File: src/tekd_pkg.sv
// shared constants and types for the terminal escape key decoder
package tekd_pkg;

  localparam int DEF_MAX_SEQ_LEN = 16;

  localparam logic [8:0] K_UP    = 9'd256;
  localparam logic [8:0] K_DOWN  = 9'd257;
  localparam logic [8:0] K_RIGHT = 9'd258;
  localparam logic [8:0] K_LEFT  = 9'd259;
  localparam logic [8:0] K_HOME  = 9'd260;
  localparam logic [8:0] K_END   = 9'd261;
  localparam logic [8:0] K_INS   = 9'd262;
  localparam logic [8:0] K_DEL   = 9'd263;
  localparam logic [8:0] K_PGUP  = 9'd264;
  localparam logic [8:0] K_PGDN  = 9'd265;
  localparam logic [8:0] K_F0    = 9'd266;
  localparam logic [8:0] K_CPR   = 9'd279;

  localparam logic [7:0] ESC_BYTE = 8'h1B;
  localparam logic [20:0] TICK_MAX = 21'h1FFFFF;

  localparam logic CFG_ESC_EN  = 1'b0;
  localparam logic CFG_TIMEOUT = 1'b1;

  // decode outcome classes
  typedef enum logic [2:0] {
    RES_KEY, RES_CPR, RES_INCOMPLETE, RES_FAILED, RES_UNSUP, RES_DOUBLE
  } res_t;

  // controller -> datapath commands
  typedef struct packed {
    logic step;      // apply one input beat
    logic rep_next;  // advance replay pointer
    logic rep_done;  // finish replay, clear sequence
  } cmd_t;

  // datapath -> controller status
  typedef struct packed {
    logic start_replay; // this beat needs replay
    logic emit_one;     // this beat emits a single key
    logic rep_last;     // replay pointer at final byte
  } sts_t;

  // ss3 final byte map
  function automatic logic [9:0] ss3_map(input logic [7:0] b);
    logic [9:0] r;
    r = 10'h3FF;
    unique case (b)
      "A": r = {1'b0, K_UP};
      "B": r = {1'b0, K_DOWN};
      "C": r = {1'b0, K_RIGHT};
      "D": r = {1'b0, K_LEFT};
      "H": r = {1'b0, K_HOME};
      "F": r = {1'b0, K_END};
      "P": r = {1'b0, K_F0 + 9'd1};
      "Q": r = {1'b0, K_F0 + 9'd2};
      "R": r = {1'b0, K_F0 + 9'd3};
      "S": r = {1'b0, K_F0 + 9'd4};
      "k": r = 10'd43;
      "m": r = 10'd45;
      "j": r = 10'd42;
      "o": r = 10'd47;
      "X": r = 10'd61;
      "n": r = 10'd46;
      "l": r = 10'd44;
      "M": r = 10'd13;
      default: begin
        if (b >= "p" && b <= "y") r = {2'b00, b - 8'h40};
      end
    endcase
    return r;
  endfunction

endpackage

File: src/tekd_ctrl.sv
// controller state machine: accept, emit and replay sequencing
module tekd_ctrl import tekd_pkg::*; (
  input  logic clk,
  input  logic rst_n,
  input  logic in_valid,
  output logic in_ready,
  input  logic out_ready,
  output logic out_valid,
  output logic replaying,
  input  sts_t sts,
  output cmd_t cmd
);

  typedef enum logic [2:0] {
    ST_IDLE = 3'b001,
    ST_EMIT = 3'b010,
    ST_REPL = 3'b100
  } state_t;

  state_t state_r, state_nxt;

  // input acceptance while idle or when the held key leaves
  assign out_valid = (state_r != ST_IDLE);
  assign replaying = (state_r == ST_REPL);
  assign in_ready = (state_r == ST_IDLE) || (state_r == ST_EMIT && out_ready);

  always_comb begin
    cmd = '0;
    state_nxt = state_r;
    cmd.step = in_valid && in_ready;
    if (state_r == ST_REPL && out_ready) begin
      cmd.rep_next = 1'b1;
      if (sts.rep_last) begin
        cmd.rep_done = 1'b1;
        state_nxt = ST_IDLE;
      end
    end else if (state_r == ST_EMIT && out_ready) begin
      state_nxt = ST_IDLE;
    end
    if (cmd.step) begin
      if (sts.start_replay) state_nxt = ST_REPL;
      else if (sts.emit_one) state_nxt = ST_EMIT;
    end
  end

  // state register
  always_ff @(posedge clk) begin
    if (!rst_n) state_r <= ST_IDLE;
    else        state_r <= state_nxt;
  end

endmodule

File: src/tekd_dp.sv
// datapath: sequence buffer, parameters, repeat tracking and decode
module tekd_dp import tekd_pkg::*; #(
  parameter int MAX_SEQ_LEN = DEF_MAX_SEQ_LEN
) (
  input  logic        clk,
  input  logic        rst_n,
  input  logic        cfg_valid,
  input  logic        cfg_index,
  input  logic [19:0] cfg_data,
  input  logic        in_action,
  input  logic [7:0]  in_byte,
  input  cmd_t        cmd,
  input  logic        replaying,
  output sts_t        sts,
  output logic [8:0]  out_key_code,
  output logic [7:0]  out_repeat_count,
  output logic [3:0]  out_param_count,
  output logic [15:0] out_param_first,
  output logic [15:0] out_param_second,
  output logic        out_last_of_run
);

  localparam int LW = $clog2(MAX_SEQ_LEN + 1);
  localparam int IW = $clog2(MAX_SEQ_LEN);

  logic        esc_en_r;
  logic [19:0] tmo_r;
  logic [7:0]  seq_r [MAX_SEQ_LEN];
  logic [LW-1:0] len_r, len_nxt;
  logic [3:0]  pc_r, pc_nxt;
  logic [15:0] p1_r, p1_nxt, p2_r, p2_nxt;
  logic [8:0]  prev_r, prev_nxt;
  logic        prev_v_r, prev_v_nxt;
  logic [7:0]  cnt_r, cnt_nxt;
  logic [20:0] quiet_r, quiet_nxt;
  logic [LW-1:0] rptr_r;
  logic [8:0]  key_r;
  logic [7:0]  rep_r;
  logic [3:0]  opc_r;
  logic [15:0] op1_r, op2_r;

  logic        push;
  logic [7:0]  b1, b2, b3;
  res_t        res;
  logic [8:0]  dkey;
  logic [9:0]  smap;
  logic [8:0]  tkey;
  logic        tok;
  logic [3:0]  dig;
  logic [19:0] acc;
  logic        do_press, do_cpr, do_replay, do_forget;
  logic [8:0]  pkey;
  logic [20:0] qinc;

  assign b1 = seq_r[1];
  assign b2 = seq_r[2];
  assign b3 = seq_r[3];
  assign dig = in_byte[3:0];
  assign smap = ss3_map(in_byte);

  // tilde key table over the buffered parameter bytes
  always_comb begin
    tkey = 9'd0;
    tok = 1'b0;
    if (len_r == LW'(3)) begin
      tok = 1'b1;
      priority if (b2 == "1" || b2 == "7") tkey = K_HOME;
      else if (b2 == "4" || b2 == "8") tkey = K_END;
      else if (b2 == "2") tkey = K_INS;
      else if (b2 == "3") tkey = K_DEL;
      else if (b2 == "5") tkey = K_PGUP;
      else if (b2 == "6") tkey = K_PGDN;
      else tok = 1'b0;
    end else if (len_r == LW'(4)) begin
      if (b2 == "1" && b3 >= "0" && b3 <= "5") begin
        tok = 1'b1; tkey = K_F0 + {1'b0, b3 - 8'h30};
      end else if (b2 == "1" && b3 >= "7" && b3 <= "9") begin
        tok = 1'b1; tkey = K_F0 + 9'd6 + {1'b0, b3 - 8'h37};
      end else if (b2 == "2" && (b3 == "0" || b3 == "1")) begin
        tok = 1'b1; tkey = K_F0 + 9'd9 + {1'b0, b3 - 8'h30};
      end else if (b2 == "2" && (b3 == "3" || b3 == "4")) begin
        tok = 1'b1; tkey = K_F0 + 9'd11 + {1'b0, b3 - 8'h33};
      end
    end
  end

  // decode of one byte against the pending sequence
  always_comb begin
    res = RES_FAILED;
    dkey = 9'd0;
    push = 1'b1;
    pc_nxt = pc_r;
    p1_nxt = p1_r;
    p2_nxt = p2_r;
    acc = 20'd0;
    if (len_r == LW'(1)) begin
      if (in_byte == ESC_BYTE) begin
        res = RES_KEY; dkey = {1'b0, ESC_BYTE}; push = 1'b0;
      end else if (in_byte == "[" || in_byte == "O") res = RES_INCOMPLETE;
    end else if (len_r == LW'(2) && b1 == "O") begin
      if (smap[9]) res = RES_UNSUP;
      else begin res = RES_KEY; dkey = smap[8:0]; push = 1'b0; end
    end else if (b1 == "[") begin
      if (in_byte >= "0" && in_byte <= "9") begin
        res = RES_INCOMPLETE;
        if (pc_r == 4'd0) pc_nxt = 4'd1;
        if (pc_r <= 4'd1) begin
          acc = {4'd0, p1_r} * 20'd10 + {16'd0, dig};
          p1_nxt = (acc > 20'd65535) ? 16'hFFFF : acc[15:0];
        end else if (pc_r == 4'd2) begin
          acc = {4'd0, p2_r} * 20'd10 + {16'd0, dig};
          p2_nxt = (acc > 20'd65535) ? 16'hFFFF : acc[15:0];
        end
      end else if (in_byte == ";") begin
        res = RES_INCOMPLETE;
        pc_nxt = (pc_r == 4'd0) ? 4'd2 : ((pc_r < 4'd15) ? pc_r + 4'd1 : 4'd15);
      end else if ((in_byte >= 8'h20 && in_byte <= 8'h2F) ||
                   (in_byte >= 8'h3A && in_byte <= 8'h3F)) begin
        res = RES_INCOMPLETE;
      end else begin
        push = 1'b0;
        res = RES_KEY;
        unique case (in_byte)
          "A": dkey = K_UP;
          "B": dkey = K_DOWN;
          "C": dkey = K_RIGHT;
          "D": dkey = K_LEFT;
          "F": dkey = K_END;
          "H": dkey = K_HOME;
          "R": res = RES_CPR;
          "~": begin
            if (tok) dkey = tkey;
            else begin res = RES_UNSUP; push = 1'b1; end
          end
          default: begin
            push = 1'b1;
            res = (in_byte >= 8'h40 && in_byte <= 8'h7F) ? RES_UNSUP : RES_FAILED;
          end
        endcase
      end
    end
  end

  // per-beat control decisions
  assign qinc = (quiet_r < TICK_MAX) ? quiet_r + 21'd1 : quiet_r;
  always_comb begin
    do_press = 1'b0; do_cpr = 1'b0; do_replay = 1'b0; do_forget = 1'b0;
    pkey = {1'b0, in_byte};
    if (in_action) begin
      if (qinc > {1'b0, tmo_r}) begin
        do_forget = 1'b1;
        do_replay = (len_r != '0);
      end
    end else if (len_r != '0) begin
      unique case (res)
        RES_FAILED: do_replay = 1'b1;
        RES_INCOMPLETE: do_replay = (len_r + LW'(1) >= LW'(MAX_SEQ_LEN));
        RES_UNSUP: do_forget = 1'b1;
        RES_CPR: do_cpr = 1'b1;
        default: begin do_press = 1'b1; pkey = dkey; end
      endcase
    end else if (!(esc_en_r && in_byte == ESC_BYTE)) begin
      do_press = 1'b1;
    end
  end

  assign sts.start_replay = do_replay;
  assign sts.emit_one = do_press || do_cpr;
  assign sts.rep_last = (rptr_r + LW'(1) == len_r);

  // next values of repeat tracking, quiet counter and sequence length
  always_comb begin
    prev_nxt = prev_r; prev_v_nxt = prev_v_r; cnt_nxt = cnt_r;
    if (do_press) begin
      if (prev_v_r && prev_r == pkey) begin
        if (cnt_r != 8'hFF) cnt_nxt = cnt_r + 8'd1;
      end else begin
        prev_nxt = pkey; prev_v_nxt = 1'b1; cnt_nxt = 8'd1;
      end
    end
    if (do_cpr || do_forget || do_replay) begin
      prev_nxt = 9'd0; prev_v_nxt = 1'b0; cnt_nxt = 8'd0;
    end
    quiet_nxt = in_action ? qinc : 21'd0;
    len_nxt = len_r;
    if (!in_action && len_r == '0 && esc_en_r && in_byte == ESC_BYTE) len_nxt = LW'(1);
    else if (!in_action && len_r != '0 && push && len_r < LW'(MAX_SEQ_LEN))
      len_nxt = len_r + LW'(1);
  end

  // config registers
  always_ff @(posedge clk) begin
    if (!rst_n) begin
      esc_en_r <= 1'b1;
      tmo_r <= 20'd100;
    end else if (cfg_valid) begin
      if (cfg_index == CFG_ESC_EN) esc_en_r <= cfg_data[0];
      else tmo_r <= cfg_data;
    end
  end

  // sequence byte buffer
  always_ff @(posedge clk) begin
    if (cmd.step && !in_action && len_r < LW'(MAX_SEQ_LEN) &&
        ((len_r == '0 && esc_en_r && in_byte == ESC_BYTE) || (len_r != '0 && push)))
      seq_r[len_r[IW-1:0]] <= in_byte;
  end

  // state and output holding registers
  always_ff @(posedge clk) begin
    if (!rst_n) begin
      len_r <= '0; pc_r <= '0; p1_r <= '0; p2_r <= '0;
      prev_r <= '0; prev_v_r <= 1'b0; cnt_r <= '0; quiet_r <= '0;
      rptr_r <= '0;
    end else begin
      if (cmd.rep_next) rptr_r <= rptr_r + LW'(1);
      if (cmd.rep_done) begin
        len_r <= '0; pc_r <= '0; p1_r <= '0; p2_r <= '0; rptr_r <= '0;
      end
      if (cmd.step) begin
        quiet_r <= quiet_nxt;
        prev_r <= prev_nxt; prev_v_r <= prev_v_nxt; cnt_r <= cnt_nxt;
        rptr_r <= '0;
        if (do_press || do_cpr || do_forget && !in_action) begin
          len_r <= '0; pc_r <= '0; p1_r <= '0; p2_r <= '0;
        end else begin
          len_r <= len_nxt;
          if (!in_action && len_r != '0) begin
            pc_r <= pc_nxt; p1_r <= p1_nxt; p2_r <= p2_nxt;
          end
        end
      end
    end
  end

  // held single result
  always_ff @(posedge clk) begin
    if (cmd.step) begin
      key_r <= do_cpr ? K_CPR : pkey;
      rep_r <= do_cpr ? 8'd1 : cnt_nxt;
      opc_r <= (do_press && len_r == '0) ? 4'd0 : pc_nxt;
      op1_r <= (do_press && len_r == '0) ? 16'd0 : p1_nxt;
      op2_r <= (do_press && len_r == '0) ? 16'd0 : p2_nxt;
    end
  end

  // output mux between replay and held key
  always_comb begin
    if (replaying) begin
      out_key_code = {1'b0, seq_r[rptr_r[IW-1:0]]};
      out_repeat_count = 8'd1;
      out_param_count = 4'd0;
      out_param_first = 16'd0;
      out_param_second = 16'd0;
      out_last_of_run = sts.rep_last;
    end else begin
      out_key_code = key_r;
      out_repeat_count = rep_r;
      out_param_count = opc_r;
      out_param_first = op1_r;
      out_param_second = op2_r;
      out_last_of_run = 1'b1;
    end
  end

endmodule

File: src/terminal_escape_key_decoder_core.sv
// Terminal escape key decoder: bytes and ticks in, decoded keys out. One beat
// is taken when the block is idle; it yields no key, one key in the next cycle,
// or a replay of up to MAX_SEQ_LEN buffered bytes at one byte per cycle while
// out_ready is high, paced by the replay pointer over the sequence buffer.
// A new beat is taken in the same cycle a single held key leaves.
module terminal_escape_key_decoder_core import tekd_pkg::*; #(
  parameter int MAX_SEQ_LEN = DEF_MAX_SEQ_LEN
) (
  input  logic        clk,
  input  logic        rst_n,
  input  logic        cfg_valid,
  output logic        cfg_ready,
  input  logic        cfg_index,
  input  logic [19:0] cfg_data,
  input  logic        in_valid,
  output logic        in_ready,
  input  logic        in_action,
  input  logic [7:0]  in_byte,
  output logic        out_valid,
  input  logic        out_ready,
  output logic [8:0]  out_key_code,
  output logic [7:0]  out_repeat_count,
  output logic [3:0]  out_param_count,
  output logic [15:0] out_param_first,
  output logic [15:0] out_param_second,
  output logic        out_last_of_run
);

  cmd_t cmd;
  sts_t sts;
  logic replaying;

  assign cfg_ready = 1'b1;

  // controller
  tekd_ctrl u_ctrl (
    .clk, .rst_n, .in_valid, .in_ready, .out_ready, .out_valid,
    .replaying, .sts, .cmd
  );

  // datapath
  tekd_dp #(.MAX_SEQ_LEN(MAX_SEQ_LEN)) u_dp (
    .clk, .rst_n, .cfg_valid, .cfg_index, .cfg_data, .in_action, .in_byte,
    .cmd, .replaying, .sts, .out_key_code, .out_repeat_count, .out_param_count,
    .out_param_first, .out_param_second, .out_last_of_run
  );

endmodule

File: config.mk
export PLATFORM = sky130hd
export DESIGN_NAME = terminal_escape_key_decoder_core
export DESIGN_NICKNAME = d
export VERILOG_FILES = /design/src/tekd_pkg.sv /design/src/tekd_ctrl.sv /design/src/tekd_dp.sv /design/src/terminal_escape_key_decoder_core.sv
export SDC_FILE = /design/constraint.sdc
export NUM_CORES = 1
export LEC_CHECK = 0
export BUFFER_PORTS_ARGS = -buffer_cell sky130_fd_sc_hd__clkbuf_2
export CAP_MARGIN = 20
export CORE_MARGIN = 4
export CORE_UTILIZATION = 45
export DETAILED_ROUTE_END_ITERATION = 8
export HOLD_SLACK_MARGIN = 0.02
export PLACE_DENSITY_LB_ADDON = 0.12
export SYNTH_ARGS = -nofsm -noshare
export SYNTH_HDL_FRONTEND = slang
export SYNTH_SLANG_ARGS = --single-unit
File: constraint.sdc
create_clock -name clk -period 13.7 [get_ports clk]
set_input_delay 2.74 -clock clk [delete_from_list [all_inputs] [get_ports clk]]
set_output_delay 2.74 -clock clk [all_outputs]
set_load 0.1 [all_outputs]
# Yosys cells after proc, flatten, opt, wreduce, memory -nomap -nowiden
# Memory sizes are Yosys's and may differ from the RTL's. A register that Yosys moved wholly into a read port is not among the register bits.
# Cells that the tools add are included.
# classes
magnitude_cmp	22
addsub	15
muxes	144
mul	2
reduce_logical	57
n_eq_ne	55
bitwise	2
# ops
operator	n
16-bit two-way mux	23
9-bit two-way mux	27
8-bit by 7-bit equality test with 1-bit output, second input constant	23
10-bit case mux with 18 select lines	1
8-bit by 6-bit equality test with 1-bit output, second input constant	13
9-bit case mux with 7 select lines	1
4-bit two-way mux	15
3-bit two-way mux	16
1-bit two-way mux	43
21-bit two-way mux	2
20-bit by 4-bit adder with 20-bit output	2
8-bit by 6-bit >= comparator with 1-bit output, second input constant	5
20-bit by 16-bit > comparator with 1-bit output, second input constant	2
8-bit by 6-bit less-or-equal comparator with 1-bit output, second input constant	5
8-bit two-way mux	5
16-bit by 3-bit multiplier with 19-bit output, second input constant	2
9-bit by 8-bit adder with 9-bit output, first input constant	4
1-bit logical AND	31
5-bit two-way mux	6
8-bit by 6-bit subtractor with 8-bit output, second input constant	3
21-bit by 1-bit adder with 21-bit output, second input constant	1
21-bit by 20-bit > comparator with 1-bit output	1
21-bit less-than comparator, second input constant	1
8-bit by 7-bit >= comparator with 1-bit output, second input constant	2
40 further kinds	63
# totals
out_inout_bits	57
in_bits	35
word_cells	315
ramBits	128
mem_count	1
ff_bits	162
# memory_table
name	words	width	rd	rd_ports_with_merged_regs	wr	line_no	rtl
u_dp.seq_r	16	8	4	1	1	tekd_dp.sv:28	logic [7:0] seq_r [MAX_SEQ_LEN];

# Logic depth before layout (Yosys ltp)
# Gate-level depths: netlist of run 1.
# An unclocked memory read counts as a cell.
# logic_depth
ltp_word	28
depth_mapped	23

# By module
# Synthesis of run 1 repeated with hierarchy kept, for this count alone.
# unflattened
cells_unflattened	1942
area_unflattened_um2	18899.4
# modules_own_cells
mod	area_per_inst_um2	cells_each	seq_area_each_um2	n_inst
tekd_dp	18660.4	1913	7637.3	1
tekd_ctrl	227.7	27	60.1	1
terminal_escape_key_decoder_core	11.3	2	0.0	1

# Worst setup path after synthesis of run 1
# OpenSTA, ideal clock, no wires.
# synth_path
path_type	input port to flip-flop
startpoint	in out_ready
endpoint	reg u_dp.quiet_r[10]
arrival_time_ns	6.974
path_stages	9
n_path_buf	2
required_ns	13.572
setup_slack_ns	6.599
cell_sequence	nand3b_1 > a21oi_1 > nand2_1 > clkbuf_1 > clkinv_1 > clkbuf_1 > nand2_1 > a21oi_1 > nor2_1
# synth_lines
element	line_no	rtl
start: declaration	terminal_escape_key_decoder_core.sv:20	input logic out_ready,
end signal: assignment	tekd_dp.sv:221	quiet_r <= quiet_nxt;
end: declaration	tekd_dp.sv:35	logic [20:0] quiet_r, quiet_nxt;

# Final worst setup path of run 1
# layout_path
startpoint	in in_byte[7]
endpoint	reg u_dp.rep_r[0], data pin
# layout_between
elab_chain_len	20
word_cells_on_any_way	93
# layout_lines
element	line_no	rtl
start: declaration	terminal_escape_key_decoder_core.sv:18	input logic [7:0] in_byte,
8-bit by 7-bit >= comparator with 1-bit output / 8-bit by 7-bit less-or-equal comparator with 1-bit output (equally long branches)	tekd_dp.sv:137	res = (in_byte >= 8'h40 && in_byte <= 8'h7F) ? RES_UNSUP : RES_FAILED;
1-bit logical AND	tekd_dp.sv:137	
3-bit two-way mux	tekd_dp.sv:137	
3-bit case mux with 3 select lines	tekd_dp.sv:123	unique case (in_byte)
3-bit two-way mux	tekd_dp.sv:117	end else if ((in_byte >= 8'h20 && in_byte <= 8'h2F) ||
3-bit two-way mux	tekd_dp.sv:114	end else if (in_byte == ";") begin
3-bit two-way mux	tekd_dp.sv:104	if (in_byte >= "0" && in_byte <= "9") begin
3-bit two-way mux	tekd_dp.sv:103	end else if (b1 == "[") begin
[... 4 more ...]	n/a	
9-bit two-way mux	tekd_dp.sv:155	unique case (res)
9-bit two-way mux	tekd_dp.sv:154	end else if (len_r != '0) begin
9-bit two-way mux	tekd_dp.sv:149	if (in_action) begin
9-bit equality test	tekd_dp.sv:175	if (prev_v_r && prev_r == pkey) begin
1-bit logical AND	tekd_dp.sv:175	
8-bit two-way mux	tekd_dp.sv:175	
8-bit two-way mux	tekd_dp.sv:174	if (do_press) begin
8-bit two-way mux	tekd_dp.sv:181	if (do_cpr || do_forget || do_replay) begin
end signal: assignment	tekd_dp.sv:240	rep_r <= do_cpr ? 8'd1 : cnt_nxt;
end: declaration	tekd_dp.sv:38	logic [7:0] rep_r;
# Several ways; a longest one is shown, not always the timed one.
# A chain may end at the register's enable or synchronous reset.

==> results.md, run 1 <==
* Status: finished clean
* Fillers at around 3800
* Clock skew at about 0.026 ns
* Worst Tran Pin Value at between 1 and 1.5 ns
* Buf/Inv on CP at 3
* HPWL reported at the end of detailed placement at ~38 mm
* Final setup violation count at 0
* CTS Sinks at approximately 300
* CP Cell Sequence: clkbuf_2 -> inv_1 -> ha_1 -> nor4b_2 -> nand2_1 -> and3_1 -> or2_2 -> a2111oi_0 -> nor3_2 -> xnor2_1 -> nor4_1 -> a22oi_2 -> a2111oi_4 -> buf_4 -> a21boi_0 -> o21ai_0
* Fin crit share at about half
* Leak at roughly 7.9 nW
* Final TNS setup at 0 ns
* Dpl cells at roughly 2500
* First-pass DRT Iterations at 5
* Maximum VDD drop at about 0.000079 V
* Drt total wl at 54.09 mm
* CP Depth at 16
* DR vias/cell at ~6.0
* Total Power at approximately 2.1 mW
* Synthesized area per cell at 9.692 sq um
* Synth area leaders: edfxtp_1 29%, dfxtp_1 12%, ha_1 7.3%
* Hold_buf cts at 0
* Netlist cell types at 95
* Top FF cell, synth: edfxtp_1
* Die height at about 210 um
* Synth top cells by count: 181 x edfxtp_1, 180 x nand2_1, 152 x nor2_1
* Max H-tree Level at 2
* Slew Limit Fails at 0
* Largest net degree at the start of global routing at between 50 and 60
* Max_cap viols at 0
* Synth Register Bits at 294
* Flop pwr share at a little under half
* # IOs at about 90
* Root Driver: clkbuf_16
* CTS buffer count at 34
* RSZ-0062 raised after global routing: false
* Worst endpoint data arrival time at between 7 and 8 ns
* Clk network pwr share at 43.6%
* Hold WC Path Type: flop to flop
* First-pass GRT wire length at 85.47 mm
* Post-synth EDFFs at between 150 and 200
* Sequential-to-total area share from yosys stat at roughly 40%
* Hold Path Stages at 2
* Worst Min Path Start: u_dp.tmo_r[16]
* R2r setup slk at 8.22 ns
* Final hold violation count at 0
* DR iter-0 viols at ~1200
* Clk_lat worst skew at 0.55 ns
* Clk buf depth at 3
* Critical Path RT at approximately 14 ns
* Initial Util at roughly 46%
* Critical Setup Path Class: input port to flop
* Relative slew slack at about a quarter
* Clock transition at path regs at roughly 0.06 ns
* Type of origin of the critical path: input port
* Yosys warnings at 0
* Drt wl/cell at about 21 um
* Synth async-reset ratio at 0%
* Via count at between 15000 and 20000
* Slowest cell delay on critical path at approximately 0.64 ns
* Most common cell in the netlist: edfxtp_1
* Largest fanout on the critical path at 24
* Row count at 74
* Internal at ~1.6 mW
* # Post-CTS Setup Buffers at 0
* Layout cell share with drive strength beyond 1 at between 10% and 20%
* Die Span X at 212.3 um
* Syn Std Cell Area at between 0.015 and 0.02 sq mm
* Hold_ws at 0.4544 ns
* CP max stage cell: a2111oi_0
* Share of the synthesized area in the top cell type at approximately 29%
* Initial antenna violation count at 1
* Pwr per Cell Area at around 100 mW/mm^2
* IO buf count at 90
* Crit. End Element: flop
* Worst r2r path cells at 22
* Mapped Nets at around 2100
* Final ANT Viol Nets at 0
* Cells after Synth at slightly below 2000
* Die ar. at about 0.045 sq mm
* Core box area at between 0.04 and 0.05 sq mm
* Leading area contributor after synthesis: edfxtp_1
* Final cell count without fillers at about 2500
* Combinational share of power at 10.9%
* TritonCTS clock tree: built
* Highest clock rate at around 140 MHz
* Tmin final at a little over 7 ns
* Final nets at around 2100
* Critical R2R Launch: u_dp.quiet_r[4]
* # diodes at 0
* Vias in the first global route at between 10000 and 15000
* Psw at between 500 and 600 uW
* Net Sw Frac at 26.45%
* Routability cong. at between 0.9 and 1
* Gr usage total at a little under a quarter
* Crit path from: in_byte[7]
* DRC viols at 0
* Global route total overflow at 0
* Post-cts resize count at 0
* Area Growth Syn to Fin at 10.86%
* Crit-path leading delay family: simple AND/OR/NAND/NOR gates
==> layout make-up <==
cell class | instances | area (sq um) | area share, %
clock buffers | 48 | 987.2 | 4.744
well taps | 532 | 665.6 | 3.198
clock inverters | 14 | 155.1 | 0.7455
repair buffers | 116 | 650.6 | 3.126
flip-flops and latches | 294 | 7699 | 36.99
multi-input cells | 1472 | 10410 | 50.02
inverters | 65 | 244.0 | 1.172
==> power groups by stage <==
stage	clock network (mW)	logic [mW]	registers (mW)
after detailed placement	0	0.233	0.987
after global placement	0	0.232	0.987
after floorplan	0	0.175	0.983
after CTS	0.951	0.234	0.968
after global routing	0.986	0.248	0.969
final	0.930	0.233	0.968
==> flip-flops by register name (all words and copies together), names as in the netlist, 5 cells and up, named ones only <==
name / count
u_dp.seq_r: 128
u_dp.cnt_r: 8
u_dp.op2_r: 16
u_dp.prev_r: 9
u_dp.p2_r: 16
u_dp.key_r: 9
u_dp.tmo_r: 20
u_dp.rep_r: 8
u_dp.quiet_r: 21
u_dp.len_r: 5
u_dp.p1_r: 16
u_dp.rptr_r: 5
u_dp.op1_r: 16
==> cell families (layout without fill, tap and decap cells) <==
group,Yosys count,after routing,synth area share [%]
compound gates,471,471,16.48
xor+xnor,100,100,4.665
fa+ha+maj,113,113,7.691
buf+inv,171,243,3.726
flops,294,294,41.00
mux,67,67,6.305
other cells,1,1,0.01998
simple gates,720,720,20.11
==> layout by cell type (no fill, tap or decap), types with 10 or more instances in the layout <==
master / instances
a211oi_1: 16
a21o_1: 27
a21oi_1: 119
a22oi_1: 22
a31oi_1: 13
a41oi_1: 25
and2_1: 25
and3_1: 23
and4_1: 10
buf_4: 23
clkbuf_16: 37
clkbuf_2: 90
dfxtp_1: 112
edfxtp_1: 181
ha_1: 109
inv_1: 63
mux2_2: 10
mux2i_1: 17
mux4_2: 40
nand2_1: 180
nand2b_1: 17
nand3_1: 52
nand4_1: 25
nor2_1: 152
nor2b_1: 78
nor3_1: 50
nor3b_1: 12
nor4_1: 11
o211ai_1: 18
o21a_1: 13
o21ai_0: 114
or2_2: 11
or3_1: 14
or4_1: 10
xnor2_1: 64
xor2_1: 36
==> final timing paths <==
kind | end
max reg2reg | u_dp.cnt_r[5]
min | u_dp.tmo_r[16]
min reg2reg | u_dp.tmo_r[16]
max | u_dp.rep_r[0]
==> stage by stage <==
| step | utilization (%) | cell area (sq um) | setup slack, ns |
|---|---|---|---|
| floorplan | - | 18770 | 6.599 |
| global placement | 47.89 | 19640 | 6.161 |
| detailed placement | 47.90 | 19650 | 6.078 |
| CTS | 50.68 | 20790 | 6.670 |
| global route | 50.74 | 20810 | 6.381 |
| finish | 50.74 | 20810 | 6.641 |
==> tightest hold or removal path, cell delays in order (launching register included) <==
cell     delay [ns]
dfxtp_1        0.31
nand2_1        0.05
a21oi_1        0.05
==> layer usage <==
metal | track usage, % | routed length (um)
met5 | 0 | 14
met1 | 34.33 | 24950
met3 | 2.892 | 2892
met4 | 5.642 | 845
met2 | 38.46 | 25380
Note: power is estimated with default switching activity, not from simulation.
==> run 2, diff against run 1 <==
Settings changed: ABC_AREA from default to 1.
Clock period 13.7 ns to 6.1 ns, I/O delays scaled along.
==> results.md, run 2 <==
* Status: finished clean
* First-pass GRT wire length at 86.06 mm
* Initial antenna violation count at 1
* RSZ-0062 raised after global routing: false
* CP Depth at 28
* Max reg flops at roughly 130
* Drt total wl at roughly 54 mm
* Vias in the first global route at about 16000
* Layout cell share with drive strength beyond 1 at about a tenth
* Final TNS setup at 0 ns
* Final setup violation count at 0
* Type of origin of the critical path: flop
* Leak at about 9 nW
* Cells after Synth at around 2500
* Largest net degree at the start of global routing at around 70
* Net Sw Frac at between 40% and 50%
* Netlist cell types at 62
* Routability cong. at about 0.94
* Tmin final at approximately 4.7 ns
* Clock skew at between 0.03 and 0.04 ns
* Synthesized area per cell at 7.606 sq um
* Global route total overflow at 0
* Syn Std Cell Area at 0.01889 sq mm
* Most frequent cells in the layout: 515 x nand2_1, 336 x nor2_1, 250 x inv_1, 202 x a21oi_1, 181 x edfxtp_1
* Critical Setup Path Class: flop to flop
* Synth area leaders: edfxtp_1 29%, dfxtp_1 12%, nand2_1 10%
* Root Driver: clkbuf_16
* Max_cap viols at 0
* Hold_ws at approximately 0.46 ns
* Internal at approximately 4.3 mW
* Initial Util at 45.84%
* Leading area contributor after synthesis: edfxtp_1
* Synth top cells by count: 516 x nand2_1, 336 x nor2_1, 253 x inv_1
* Maximum VDD drop at 0.0005022 V
* Hold WC Path Type: flop to flop
* Die ar. at around 0.045 sq mm
* CTS Sinks at about 290
* Clk_lat worst skew at ~0.56 ns
* Slew Limit Fails at 0
* Row count at 74
* Flop pwr share at about a third
* R2r setup slk at about 1.4 ns
* DR vias/cell at 5.478
* Post-synth EDFFs at roughly 180
* Max H-tree Level at 2
* Worst Tran Pin Value at between 0.9 and 1 ns
* Clock transition at path regs at 0.05 ns
* Combinational share of power at approximately two fifths
* First-pass DRT Iterations at 6
* Hold Path Stages at 2
* Relative slew slack at 34.80%
* DR iter-0 viols at 1313
* Slowest cell delay on critical path at between 0.4 and 0.5 ns
* Psw at roughly 3.4 mW
* Crit-path leading delay family: simple AND/OR/NAND/NOR gates
* # IOs at slightly above 90
* Largest fanout on the critical path at 18
* Final ANT Viol Nets at 0
* Area Growth Syn to Fin at 11.18%
* DRC viols at 0
* IO buf count at 90
* Die Span X at between 200 and 250 um
* Worst r2r path cells at 28
* HPWL reported at the end of detailed placement at roughly 38 mm
* Yosys warnings at 0
* Hold_buf cts at 0
* CP max stage cell: dfxtp_1
* Drt wl/cell at 17.42 um
* Synth async-reset ratio at 0%
* Most common cell on crit path: nor2_1
* Critical Path RT at 6.56 ns
* Buf/Inv on CP at 3
* Via count at 17019
* Post-cts resize count at 0
* Sequential-to-total area share from yosys stat at roughly 41%
* TritonCTS clock tree: built
* Gr usage total at 23.61%
* Die height at 212.9 um
* Core box area at 0.04120 sq mm
* Clk buf depth at 3
* Highest clock rate at between 200 and 250 MHz
* Clk network pwr share at 27.4%
* CTS buffer count at 36
* Synth Register Bits at 294
* Fin crit share at around 80%
* Final nets at around 2700
* # Post-CTS Setup Buffers at 0
* Worst endpoint data arrival time at between 5 and 6 ns
* Leading cell type in the layout, fill and taps excluded: nand2_1
* Total Power at approximately 7.6 mW
* Crit. End Element: flop
* Share of the synthesized area in the top cell type at 28.78%
* Top FF cell, synth: edfxtp_1
* Mapped Nets at between 2000 and 3000
* Pwr per Cell Area at 363.6 mW/mm^2
* Most common cell in the netlist: nand2_1
* Final hold violation count at 0
run 2: changes by cell type after synthesis, sizes merged, moves of 24 or more:
cell   change
nor3      -29
inv      +209
a41oi     -25
nand2    +352
o21ai     +48
xnor2     -40
mux4      -40
a21oi     +83
nor2b     -78
nor2     +201
a21o      -24
nand3    +121
run 2: final timing paths:
check	to	start
max	u_dp.prev_v_r	u_dp.quiet_r[7]
min	u_dp.tmo_r[12]	u_dp.tmo_r[12]
max reg2reg	u_dp.prev_v_r	u_dp.quiet_r[7]
min reg2reg	u_dp.tmo_r[12]	u_dp.tmo_r[12]
run 2: metrics by stage:
| step | setup WS (ns) | cells | utilization [%] | cell area (sq um) |
|---|---|---|---|---|
| detailed placement | 0.9665 | 3039 | 48.16 | 19840 |
| CTS | 1.379 | 3105 | 50.94 | 20990 |
| floorplan | 1.399 | 2483 | - | 18890 |
| global placement | 1.040 | 3039 | 48.16 | 19840 |
| global route | 0.9470 | 3107 | 50.96 | 21000 |
| finish | 1.358 | 3107 | 50.96 | 21000 |
run 2: final cells by class:
type	count	area [sq um]
diodes	1	2.502
clock buffers	55	1023
clock inverters	11	120.1
fillers	3999	20200
inverters	277	1042
multi-input cells	1817	9771
flip-flops and latches	294	7697
well taps	532	665.6
repair buffers	120	675.6
run 2: power groups by stage:
stage	Sequential (mW)	Clock (mW)	Combinational [mW]
5_1_grt	2.57	2.23	3.25
2_1_floorplan	2.53	0	2.39
6_report	2.54	2.10	3.00
4_1_cts	2.54	2.14	2.99
3_5_place_dp	2.58	0	2.98
3_3_place_gp	2.58	0	2.96
run 2: kinds of logic (layout without fill, tap and decap cells):
group	count (synthesis)	in the layout	synth area share, %
xor gates and xnor gates	80	80	3.710
other	1	2	0.01986
and+or+nand+nor	1157	1157	26.70
muxes	1	1	0.05300
buffers and inverters	372	463	7.579
adders and majority gates	113	113	7.645
AOI/OAI and AO/OA	465	465	13.54
DFF	294	294	40.76
run 2: worst register-to-register path, delay by kind of cell (launching register included):
| kind | cells | cell delay (ns) |
|---|---|---|
| DFF | 1 | 0.42 |
| buffers and inverters | 3 | 0.45 |
| xor gates and xnor gates | 1 | 0.25 |
| AOI/OAI and AO/OA | 6 | 0.83 |
| adders and majority gates | 1 | 0.28 |
| and+or+nand+nor | 17 | 2.43 |
run 2: routing by layer:
layer  part of all wire (%)  up-vias  GRT usage (%)
met1                     44     7945          32.08
met5                      0        -              0
met2                     46      523          38.37
met3                    6.0      110          3.600
met4                    3.3        0          8.707
li1                       -     8441              -
